$ cat src/dda_pkg.sv
`timescale 1ns / 1ps
`default_nettype none
package dda_pkg;
    localparam logic OP_LOAD = 1'b0;
    localparam logic OP_STEP = 1'b1;

    localparam logic [1:0] REG_WIDTH  = 2'd0;
    localparam logic [1:0] REG_HEIGHT = 2'd1;
    localparam logic [1:0] REG_LINE   = 2'd2;
    localparam logic [1:0] REG_BPP    = 2'd3;

    localparam int COLOR_BITS = 24;
    localparam int OFF_BITS = 28;

    typedef struct packed {
        logic [11:0] width;
        logic [11:0] height;
        logic [15:0] line_bytes;
        logic [3:0]  bpp;
    } t_cfg;
endpackage
`default_nettype wire

$ cat src/dda_line_color_gradient.sv
`timescale 1ns / 1ps
`default_nettype none
// Line stepper with a colour gradient.
// Input queue: push an item when full is low. Opcode 0 loads a segment, opcode 1
// asks for one pixel. Results: while empty is low the pixel fields are valid; pop
// takes it. A load produces nothing; a step on a finished segment produces nothing.
// Pixels come out back to back, one per cycle, while pop is high and no load runs.
// A load runs the bit-serial square root and, for a nonzero length, three serial
// divisions; steps behind it wait in a two-entry queue.
// The result register holds its item while pop is low; stepping stalls then.
// Reset (synchronous, active low) clears the queue and the segment and restores
// the register defaults: width 1920, height 1080, line 7680 bytes, 4 bytes/pixel.
// Registers: 0 width, 1 height, 2 line_bytes, 3 bytes_per_pixel at 4*i.
module dda_line_color_gradient #(
    parameter int COORD_BITS = 13,
    parameter int FRAC_BITS  = 16
) (
    input  wire logic                  i_clk,
    input  wire logic                  i_rst_n,
    input  wire logic                  push,
    output logic                       full,
    input  wire logic                  i_opcode,
    input  wire logic [COORD_BITS-1:0] i_start_x,
    input  wire logic [COORD_BITS-1:0] i_start_y,
    input  wire logic [COORD_BITS-1:0] i_end_x,
    input  wire logic [COORD_BITS-1:0] i_end_y,
    input  wire logic [23:0]           i_color_start,
    input  wire logic [23:0]           i_color_end,
    output logic                       empty,
    input  wire logic                  pop,
    output logic [COORD_BITS-1:0]      o_pixel_x,
    output logic [COORD_BITS-1:0]      o_pixel_y,
    output logic [23:0]                o_pixel_color,
    output logic [27:0]                o_byte_offset,
    output logic                       o_visible,
    output logic                       o_last,
    input  wire logic                  psel,
    input  wire logic                  penable,
    input  wire logic                  pwrite,
    input  wire logic [3:0]            paddr,
    input  wire logic [31:0]           pwdata,
    output logic [31:0]                prdata,
    output logic                       pready
);
    localparam int IW = 1 + 4 * COORD_BITS + 48;
    logic [IW-1:0] w_qi;
    logic w_qv, w_qr, w_ov;
    dda_pkg::t_cfg w_cfg;

    assign pready = 1'b1;
    assign empty = !w_ov;

    // Read back the addressed register
    always_comb begin
        unique case (paddr[3:2])
            dda_pkg::REG_WIDTH:  prdata = {20'd0, w_cfg.width};
            dda_pkg::REG_HEIGHT: prdata = {20'd0, w_cfg.height};
            dda_pkg::REG_LINE:   prdata = {16'd0, w_cfg.line_bytes};
            default:             prdata = {28'd0, w_cfg.bpp};
        endcase
    end

    dda_front #(.IW(IW)) u_front (
        .i_clk, .i_rst_n, .i_push(push), .o_full(full),
        .i_item({i_opcode, i_start_x, i_start_y, i_end_x, i_end_y,
                 i_color_start, i_color_end}),
        .o_valid(w_qv), .i_ready(w_qr), .o_item(w_qi),
        .i_wr(psel && penable && pwrite && pready),
        .i_addr(paddr[3:2]), .i_wdata(pwdata), .o_cfg(w_cfg));

    dda_back #(.COORD_BITS(COORD_BITS), .FRAC_BITS(FRAC_BITS)) u_back (
        .i_clk, .i_rst_n, .i_cfg(w_cfg), .i_valid(w_qv), .o_ready(w_qr),
        .i_op(w_qi[IW-1]),
        .i_sx(w_qi[48 + 3*COORD_BITS +: COORD_BITS]),
        .i_sy(w_qi[48 + 2*COORD_BITS +: COORD_BITS]),
        .i_ex(w_qi[48 + COORD_BITS +: COORD_BITS]),
        .i_ey(w_qi[48 +: COORD_BITS]),
        .i_c0(w_qi[24 +: 24]), .i_c1(w_qi[0 +: 24]),
        .o_valid(w_ov), .i_ready(pop),
        .o_px(o_pixel_x), .o_py(o_pixel_y), .o_color(o_pixel_color),
        .o_off(o_byte_offset), .o_vis(o_visible), .o_last(o_last));
endmodule
`default_nettype wire

$ cat src/dda_isqrt.sv
`timescale 1ns / 1ps
`default_nettype none
// Bit-serial integer square root, two radicand bits a cycle
module dda_isqrt #(
    parameter int N_BITS = 28,
    parameter int R_BITS = 14
) (
    input  wire logic              i_clk,
    input  wire logic              i_rst_n,
    input  wire logic              i_start,
    input  wire logic [N_BITS-1:0] i_value,
    output logic                   o_done,
    output logic [R_BITS-1:0]      o_root
);
    localparam int CNT_W = $clog2(R_BITS + 1);
    logic [N_BITS-1:0] r_n, r_root, r_bit;
    logic [CNT_W-1:0]  r_cnt;
    logic              r_busy;
    logic [N_BITS-1:0] w_sum;

    assign w_sum = r_root + r_bit;
    assign o_root = r_root[R_BITS-1:0];

    // Walk the bit down, one step a cycle
    always_ff @(posedge i_clk) begin
        if (!i_rst_n) begin
            r_busy <= 1'b0;
            o_done <= 1'b0;
            r_cnt  <= '0;
        end else begin
            o_done <= r_busy && !i_start && (r_cnt == CNT_W'(1));
            if (i_start) begin
                r_busy <= 1'b1;
                r_n    <= i_value;
                r_root <= '0;
                r_bit  <= {{(N_BITS-1){1'b0}}, 1'b1} << (2 * (R_BITS - 1));
                r_cnt  <= CNT_W'(R_BITS);
            end else if (r_busy) begin
                if (r_n >= w_sum) begin
                    r_n    <= r_n - w_sum;
                    r_root <= (r_root >> 1) + r_bit;
                end else begin
                    r_root <= r_root >> 1;
                end
                r_bit <= r_bit >> 2;
                r_cnt <= r_cnt - 1'b1;
                if (r_cnt == CNT_W'(1)) begin
                    r_busy <= 1'b0;
                end
            end
        end
    end
endmodule
`default_nettype wire

$ cat src/dda_div.sv
`timescale 1ns / 1ps
`default_nettype none
// Restoring unsigned divider, one quotient bit a cycle
module dda_div #(
    parameter int Q_BITS = 32,
    parameter int D_BITS = 14
) (
    input  wire logic              i_clk,
    input  wire logic              i_rst_n,
    input  wire logic              i_start,
    input  wire logic [Q_BITS-1:0] i_num,
    input  wire logic [D_BITS-1:0] i_den,
    output logic                   o_done,
    output logic [Q_BITS-1:0]      o_quot
);
    localparam int CNT_W = $clog2(Q_BITS + 1);
    logic [D_BITS:0]   r_rem;
    logic [D_BITS-1:0] r_den;
    logic [CNT_W-1:0]  r_cnt;
    logic              r_busy;
    logic [D_BITS:0]   w_shift;

    assign w_shift = {r_rem[D_BITS-1:0], o_quot[Q_BITS-1]};

    // Shift in one numerator bit, subtract where it fits
    always_ff @(posedge i_clk) begin
        if (!i_rst_n) begin
            r_busy <= 1'b0;
            o_done <= 1'b0;
            r_cnt  <= '0;
        end else begin
            o_done <= r_busy && !i_start && (r_cnt == CNT_W'(1));
            if (i_start) begin
                r_busy <= 1'b1;
                r_rem  <= '0;
                r_den  <= i_den;
                o_quot <= i_num;
                r_cnt  <= CNT_W'(Q_BITS);
            end else if (r_busy) begin
                if (w_shift >= {1'b0, r_den}) begin
                    r_rem  <= w_shift - {1'b0, r_den};
                    o_quot <= {o_quot[Q_BITS-2:0], 1'b1};
                end else begin
                    r_rem  <= w_shift;
                    o_quot <= {o_quot[Q_BITS-2:0], 1'b0};
                end
                r_cnt <= r_cnt - 1'b1;
                if (r_cnt == CNT_W'(1)) begin
                    r_busy <= 1'b0;
                end
            end
        end
    end
endmodule
`default_nettype wire

$ cat src/dda_back.sv
`timescale 1ns / 1ps
`default_nettype none
// Segment set-up and pixel stepping
module dda_back #(
    parameter int COORD_BITS = 13,
    parameter int FRAC_BITS  = 16
) (
    input  wire logic                  i_clk,
    input  wire logic                  i_rst_n,
    input  wire dda_pkg::t_cfg         i_cfg,
    input  wire logic                  i_valid,
    output logic                       o_ready,
    input  wire logic                  i_op,
    input  wire logic [COORD_BITS-1:0] i_sx,
    input  wire logic [COORD_BITS-1:0] i_sy,
    input  wire logic [COORD_BITS-1:0] i_ex,
    input  wire logic [COORD_BITS-1:0] i_ey,
    input  wire logic [23:0]           i_c0,
    input  wire logic [23:0]           i_c1,
    output logic                       o_valid,
    input  wire logic                  i_ready,
    output logic [COORD_BITS-1:0]      o_px,
    output logic [COORD_BITS-1:0]      o_py,
    output logic [23:0]                o_color,
    output logic [27:0]                o_off,
    output logic                       o_vis,
    output logic                       o_last
);
    localparam int DW = COORD_BITS + 1;          // delta width
    localparam int SQW = 2 * DW + 1;             // dx^2+dy^2
    localparam int CW = DW + 1;                  // count width
    localparam int PW = COORD_BITS + FRAC_BITS + 1;
    localparam int NW = DW + FRAC_BITS;          // |d|<<F numerator
    localparam int QW = (NW > 25) ? NW : 25;

    typedef enum logic [2:0] {S_RUN, S_SQ, S_ROOT, S_DIVX, S_DIVY, S_DIVC} t_st;
    t_st r_st;

    logic signed [PW-1:0] r_posx, r_posy, r_incx, r_incy;
    logic signed [25:0]   r_col, r_cinc;
    logic [CW-1:0]        r_left;
    logic signed [DW-1:0] r_dx, r_dy;
    logic signed [25:0]   r_dc;
    logic [SQW-1:0]       r_sq;
    logic                 r_sq_go, r_div_go;
    logic [QW-1:0]        r_num;
    logic                 r_neg;

    logic                 w_sqrt_done, w_div_done;
    logic [CW-1:0]        w_root;
    logic [QW-1:0]        w_quot;
    logic signed [QW:0]   w_sq;

    dda_isqrt #(.N_BITS(SQW + 1), .R_BITS(CW)) u_sqrt (
        .i_clk, .i_rst_n, .i_start(r_sq_go), .i_value({1'b0, r_sq}),
        .o_done(w_sqrt_done), .o_root(w_root));
    dda_div #(.Q_BITS(QW), .D_BITS(CW)) u_div (
        .i_clk, .i_rst_n, .i_start(r_div_go), .i_num(r_num), .i_den(r_left),
        .o_done(w_div_done), .o_quot(w_quot));

    assign w_sq = r_neg ? -$signed({1'b0, w_quot}) : $signed({1'b0, w_quot});

    // Pixel view of the current position
    logic signed [COORD_BITS-1:0] w_px, w_py;
    logic signed [PW-1:0] w_tx, w_ty;
    logic w_vis, w_emit;
    logic signed [COORD_BITS:0] w_pxe, w_pye;
    assign w_tx = (r_posx < 0) ? r_posx + PW'((1 << FRAC_BITS) - 1) : r_posx;
    assign w_ty = (r_posy < 0) ? r_posy + PW'((1 << FRAC_BITS) - 1) : r_posy;
    assign w_px = w_tx[FRAC_BITS +: COORD_BITS];
    assign w_py = w_ty[FRAC_BITS +: COORD_BITS];
    assign w_pxe = COORD_BITS'(w_px);
    assign w_pye = COORD_BITS'(w_py);
    assign w_vis = (w_pxe > 0) && (w_pxe < $signed({1'b0, i_cfg.width}))
                && (w_pye > 0) && (w_pye < $signed({1'b0, i_cfg.height}));

    // Output register: hold while the sink stalls
    logic w_oflow;
    assign w_oflow = !o_valid || i_ready;
    assign o_ready = (r_st == S_RUN) && w_oflow;
    assign w_emit = o_ready && i_valid && (i_op == dda_pkg::OP_STEP) && (r_left != 0);

    logic [27:0] w_off;
    assign w_off = 28'(w_py) * 28'(i_cfg.line_bytes) + 28'(w_px) * 28'(i_cfg.bpp);

    always_ff @(posedge i_clk) begin
        if (!i_rst_n) begin
            r_st <= S_RUN; o_valid <= 1'b0; r_left <= '0;
            r_posx <= '0; r_posy <= '0; r_incx <= '0; r_incy <= '0;
            r_col <= '0; r_cinc <= '0; r_sq_go <= 1'b0; r_div_go <= 1'b0;
        end else begin
            // Pulse the square root and divider starts
            r_sq_go <= (r_st == S_SQ);
            r_div_go <= ((r_st == S_ROOT) && w_sqrt_done && (w_root != '0))
                     || (((r_st == S_DIVX) || (r_st == S_DIVY)) && w_div_done);
            if (w_emit) o_valid <= 1'b1;
            else if (i_ready) o_valid <= 1'b0;
            unique case (r_st)
                S_RUN: begin
                    if (w_emit) begin
                        o_px <= w_px; o_py <= w_py; o_color <= r_col[23:0];
                        o_vis <= w_vis; o_off <= w_vis ? w_off : '0;
                        o_last <= (r_left == CW'(1));
                        r_posx <= r_posx + r_incx; r_posy <= r_posy + r_incy;
                        r_col <= r_col + r_cinc; r_left <= r_left - 1'b1;
                    end else if (o_ready && i_valid && i_op == dda_pkg::OP_LOAD) begin
                        r_dx <= $signed({i_ex[COORD_BITS-1], i_ex})
                              - $signed({i_sx[COORD_BITS-1], i_sx});
                        r_dy <= $signed({i_ey[COORD_BITS-1], i_ey})
                              - $signed({i_sy[COORD_BITS-1], i_sy});
                        r_dc <= $signed({2'b0, i_c1}) - $signed({2'b0, i_c0});
                        r_posx <= $signed({i_sx, {FRAC_BITS{1'b0}}});
                        r_posy <= $signed({i_sy, {FRAC_BITS{1'b0}}});
                        r_col <= $signed({2'b0, i_c0});
                        r_incx <= '0; r_incy <= '0; r_cinc <= '0;
                        r_st <= S_SQ;
                    end
                end
                S_SQ: begin
                    r_sq <= SQW'(r_dx * r_dx) + SQW'(r_dy * r_dy);
                    r_st <= S_ROOT;
                end
                S_ROOT: if (w_sqrt_done) begin
                    r_left <= w_root;
                    r_neg <= r_dx[DW-1];
                    r_num <= QW'(r_dx[DW-1] ? -r_dx : r_dx) << FRAC_BITS;
                    if (w_root == 0) r_st <= S_RUN;
                    else r_st <= S_DIVX;
                end
                S_DIVX: if (w_div_done) begin
                    r_incx <= PW'(w_sq);
                    r_neg <= r_dy[DW-1];
                    r_num <= QW'(r_dy[DW-1] ? -r_dy : r_dy) << FRAC_BITS;
                    r_st <= S_DIVY;
                end
                S_DIVY: if (w_div_done) begin
                    r_incy <= PW'(w_sq);
                    r_neg <= r_dc[25];
                    r_num <= QW'(r_dc[25] ? -r_dc : r_dc);
                    r_st <= S_DIVC;
                end
                S_DIVC: if (w_div_done) begin
                    r_cinc <= 26'(w_sq);
                    r_st <= S_RUN;
                end
                default: r_st <= S_RUN;
            endcase
        end
    end
endmodule
`default_nettype wire

$ cat src/dda_front.sv
`timescale 1ns / 1ps
`default_nettype none
// Input queue of two items and register file
module dda_front #(
    parameter int IW = 101
) (
    input  wire logic          i_clk,
    input  wire logic          i_rst_n,
    input  wire logic          i_push,
    output logic               o_full,
    input  wire logic [IW-1:0] i_item,
    output logic               o_valid,
    input  wire logic          i_ready,
    output logic [IW-1:0]      o_item,
    input  wire logic          i_wr,
    input  wire logic [1:0]    i_addr,
    input  wire logic [31:0]   i_wdata,
    output dda_pkg::t_cfg      o_cfg
);
    logic [IW-1:0] r_q [2];
    logic          r_wp, r_rp;
    logic [1:0]    r_cnt;
    logic          w_in, w_out;

    assign o_full  = (r_cnt == 2'd2);
    assign o_valid = (r_cnt != 2'd0);
    assign o_item  = r_q[r_rp];
    assign w_in    = i_push && !o_full;
    assign w_out   = o_valid && i_ready;

    // Advance pointers, write entries
    always_ff @(posedge i_clk) begin
        if (!i_rst_n) begin
            r_wp <= 1'b0; r_rp <= 1'b0; r_cnt <= 2'd0;
        end else begin
            if (w_in) begin r_q[r_wp] <= i_item; r_wp <= ~r_wp; end
            if (w_out) r_rp <= ~r_rp;
            r_cnt <= r_cnt + {1'b0, w_in} - {1'b0, w_out};
        end
    end

    // Hold configuration registers
    always_ff @(posedge i_clk) begin
        if (!i_rst_n) begin
            o_cfg.width <= 12'd1920; o_cfg.height <= 12'd1080;
            o_cfg.line_bytes <= 16'd7680; o_cfg.bpp <= 4'd4;
        end else if (i_wr) begin
            unique case (i_addr)
                dda_pkg::REG_WIDTH:  o_cfg.width <= i_wdata[11:0];
                dda_pkg::REG_HEIGHT: o_cfg.height <= i_wdata[11:0];
                dda_pkg::REG_LINE:   o_cfg.line_bytes <= i_wdata[15:0];
                dda_pkg::REG_BPP:    o_cfg.bpp <= i_wdata[3:0];
                default: ;
            endcase
        end
    end
endmodule
`default_nettype wire

$ cat config.mk
export PLATFORM = sky130hd
export DESIGN_NAME = dda_line_color_gradient
export DESIGN_NICKNAME = d
export VERILOG_FILES = /design/src/dda_pkg.sv /design/src/dda_line_color_gradient.sv /design/src/dda_isqrt.sv /design/src/dda_div.sv /design/src/dda_back.sv /design/src/dda_front.sv
export SDC_FILE = /design/constraint.sdc
export NUM_CORES = 2
export LEC_CHECK = 0
export ABC_AREA = 1
export BUFFER_PORTS_ARGS = -buffer_cell sky130_fd_sc_hd__buf_2
export CAP_MARGIN = 10
export CORE_ASPECT_RATIO = 0.9
export CORE_MARGIN = 10
export CORE_UTILIZATION = 40
export CTS_CLUSTER_SIZE = 16
export DETAILED_ROUTE_END_ITERATION = 10
export SYNTH_ARGS = -nofsm -noshare
export SYNTH_HDL_FRONTEND = slang
export SYNTH_HIERARCHICAL = 1
export SYNTH_SLANG_ARGS = --single-unit
$ cat constraint.sdc
create_clock -name i_clk -period 18.4 [get_ports i_clk]
set_clock_uncertainty 0.15 [all_clocks]
set_input_delay 3.68 -clock i_clk [delete_from_list [all_inputs] [get_ports i_clk]]
set_output_delay 3.68 -clock i_clk [all_outputs]
set_load 0.005 [all_outputs]
==> flow_summary.toml <==
[outcome]
status = "finished clean"

[worst_setup_path]
cp_common_cell = "nand2_1"
critical_path_class = "reg2reg"
cp_max_fo = 5
end_kind = "flip-flop"
max_stage_delay_ns = 0.56
cp.required_ns = 18.66
start_kind = "flip-flop"
slowest_stage = "fa_1"
crit_arrival_ns = 10.31

[floorplan]
initial_core_util = 0.403
row_count = 145
coreArea_um2 = 174000
dieArea_um2 = 192000
dieHeight_um = 417
fp.dieW_um = 461
io_pins = 259

[cells_and_area]
drive_gt1_frac = 0.0787
final_area_um2 = 76200
final_core_util = 0.439
layout.nets = 9816
final_cell_mix = "1914 x nand2_1, 1602 x inv_1, 642 x nor2_1"
layout_commonest_cell = "nand2_1"
fillers = 17138
area_growth_pct = 8.99

[cts]
root_buffer = "clkbuf_16"
clk_path_buf_depth = 3
clkLatencyLatePin_ns = 0.77
cts_tree = "yes"
cts.sinks = 781
hold_buffers = 0
ctsResizeCount = 0
h-tree-depth = 3
clkTransAtPathRegs_ns = 0.06
cts_made_buffers = 92
cts_setup_buffers = 0

[sta]
slew_violations = 0
worstMarginPinSlew_ns = 1.30
rsz0062_at_grt = "false"
max-slew-margin-rel = 0.124
min_period_ns = 10.05
setup_viol = 0
hold_viol = 0
max_freq_mhz = 99.5
period_share = 0.546
holdWs_ns = 0.313
tns_ns = 0

[logic_synthesis]
yosys-top-cells-area = "edfxtp_1 23%, fa_1 18%, nand2_1 10%, ha_1 8.9%, inv_1 8.6%"
synth_top_area_frac = 0.228
yosysTopAreaCell = "edfxtp_1"
syn_inst = 8439
ys_seq_area_frac = 0.299
synth.distinct_cells = 70
syn_area_um2 = 69900
async_reset_ff_frac = 0
yosysWarnings = 6
ys.flop_type = "edfxtp_1"
avgSynthCellArea_um2 = 8.29
ys_ff_latch = 781
synth_edf_count = 530

[drt]
first_iter_violations = 4558
vias = 55630
routed_wl_mm = 206
drc = 0
wl_per_cell_um = 18.8
vias_per_cell = 5.10
ant_nets = 0
first_pass_iters = 6

[min_path]
hold_class = "reg2reg"

[place]
portBuffers = 223
gp_congestion = 0.981
dpl.hpwl_mm = 165
placed_area_um2 = 73000

[job]
maxCapViolCount = 0

[global_route]
grt_pass1_vias = 54569
grt_usage = 0.211
grt.overflow.total = 0
grt_start_max_net_pins = 94
antenna_found_initial = 8
grt_first_pass_wirelength_mm = 318
[critical path, delay by kind of cell (launching register included)]
kind | cells | cell delay, ns
compound gates | 7 | 1.14
xor+xnor | 1 | 0.16
fa+ha+maj | 11 | 4.78
buf+inv | 10 | 0.61
flops | 1 | 0.50
simple gates | 19 | 2.42
[per-layer routing]
metal | global-route usage | up-vias | share of wire
li1 | - | 26921 | -
met1 | 0.299 | 26915 | 0.46
met2 | 0.335 | 1548 | 0.45
met3 | 0.0306 | 246 | 0.058
met4 | 0.0565 | 0 | 0.029
met5 | 0 | - | 0
[registers in the layout, indices dropped and copies added (netlist names), 13 cells and up, named ones only]
signal,count
u_back/o_py,13
u_back/r_left,15
u_back/r_posy,30
u_back/r_incx,30
u_back/u_div/r_den,15
u_back/r_cinc,24
u_back/u_div/r_rem,15
u_back/r_dx,14
u_front/r_q,202
u_back/r_dy,14
u_back/r_num,30
u_back/u_sqrt/r_n,30
u_back/u_div/o_quot,30
u_back/r_posx,30
u_back/o_color,24
u_back/r_sq,29
u_back/r_col,24
u_front/o_cfg,44
u_back/o_px,13
u_back/u_sqrt/r_bit,15
u_back/o_off,28
u_back/u_sqrt/r_root,30
u_back/r_dc,25
u_back/r_incy,30
[cells in the mapped netlist, types with 101 or more instances]
library cell and instances:
edfxtp_1 530, ha_1 499, o21ai_0 297, nand2_1 1915, inv_1 1603, fa_1 624, a21oi_1 496, mux2_2 101
xor2_1 169, clkbuf_1 134, nand3_1 364, nor2_1 650, dfxtp_1 251
[layout make-up]
| type | count | area (um2) | area share |
|---|---|---|---|
| multi-input cells | 5780 | 41600 | 0.546 |
| flip-flops and latches | 781 | 20900 | 0.275 |
| inverters | 1630 | 6130 | 0.0804 |
| well taps | 2278 | 2850 | 0.0374 |
| clock buffers | 112 | 2480 | 0.0325 |
| repair buffers | 264 | 1440 | 0.0188 |
| clock inverters | 58 | 744 | 0.00977 |
| diodes | 4 | 10.0 | 0.000131 |
[kinds of logic (layout without fill, tap and decap cells)]
kind of cell	after synthesis	in the layout	share of synthesized area
other	3	22	0.000161
buffers and inverters	1893	2064	0.107
muxes	101	101	0.0163
and+or+nand+nor	3271	3271	0.197
DFF	781	781	0.299
xor gates and xnor gates	249	249	0.0314
AOI/OAI and AO/OA	1018	1018	0.0812
adders and majority gates	1123	1123	0.268
[stage by stage]
stage                     setup WS [ns]  cells
after global routing               7.64  10903
after global placement             8.45  10733
after detailed placement           8.46  10733
after floorplan                    8.97   8454
final                              8.35  10907
after CTS                          8.45  10903
[path summary, 6_finish.rpt]
| check | slack, ns | start | cells after the start | endpoint |
|---|---|---|---|---|
| worst min register to register | 0.31 | u_back/r_left[1] | 0 | u_back/u_div/r_den[1] |
| worst max register to register | 8.35 | u_back/r_posx[17] | 48 | u_back/o_off[27] |
| worst min-delay path | 0.31 | u_back/r_left[1] | 0 | u_back/u_div/r_den[1] |
| worst max-delay path | 8.35 | u_back/r_posx[17] | 48 | u_back/o_off[27] |
Power is left out: the tool's default activity adds up to more than one toggle a clock period on the data nets, which glitch-free logic cannot reach.
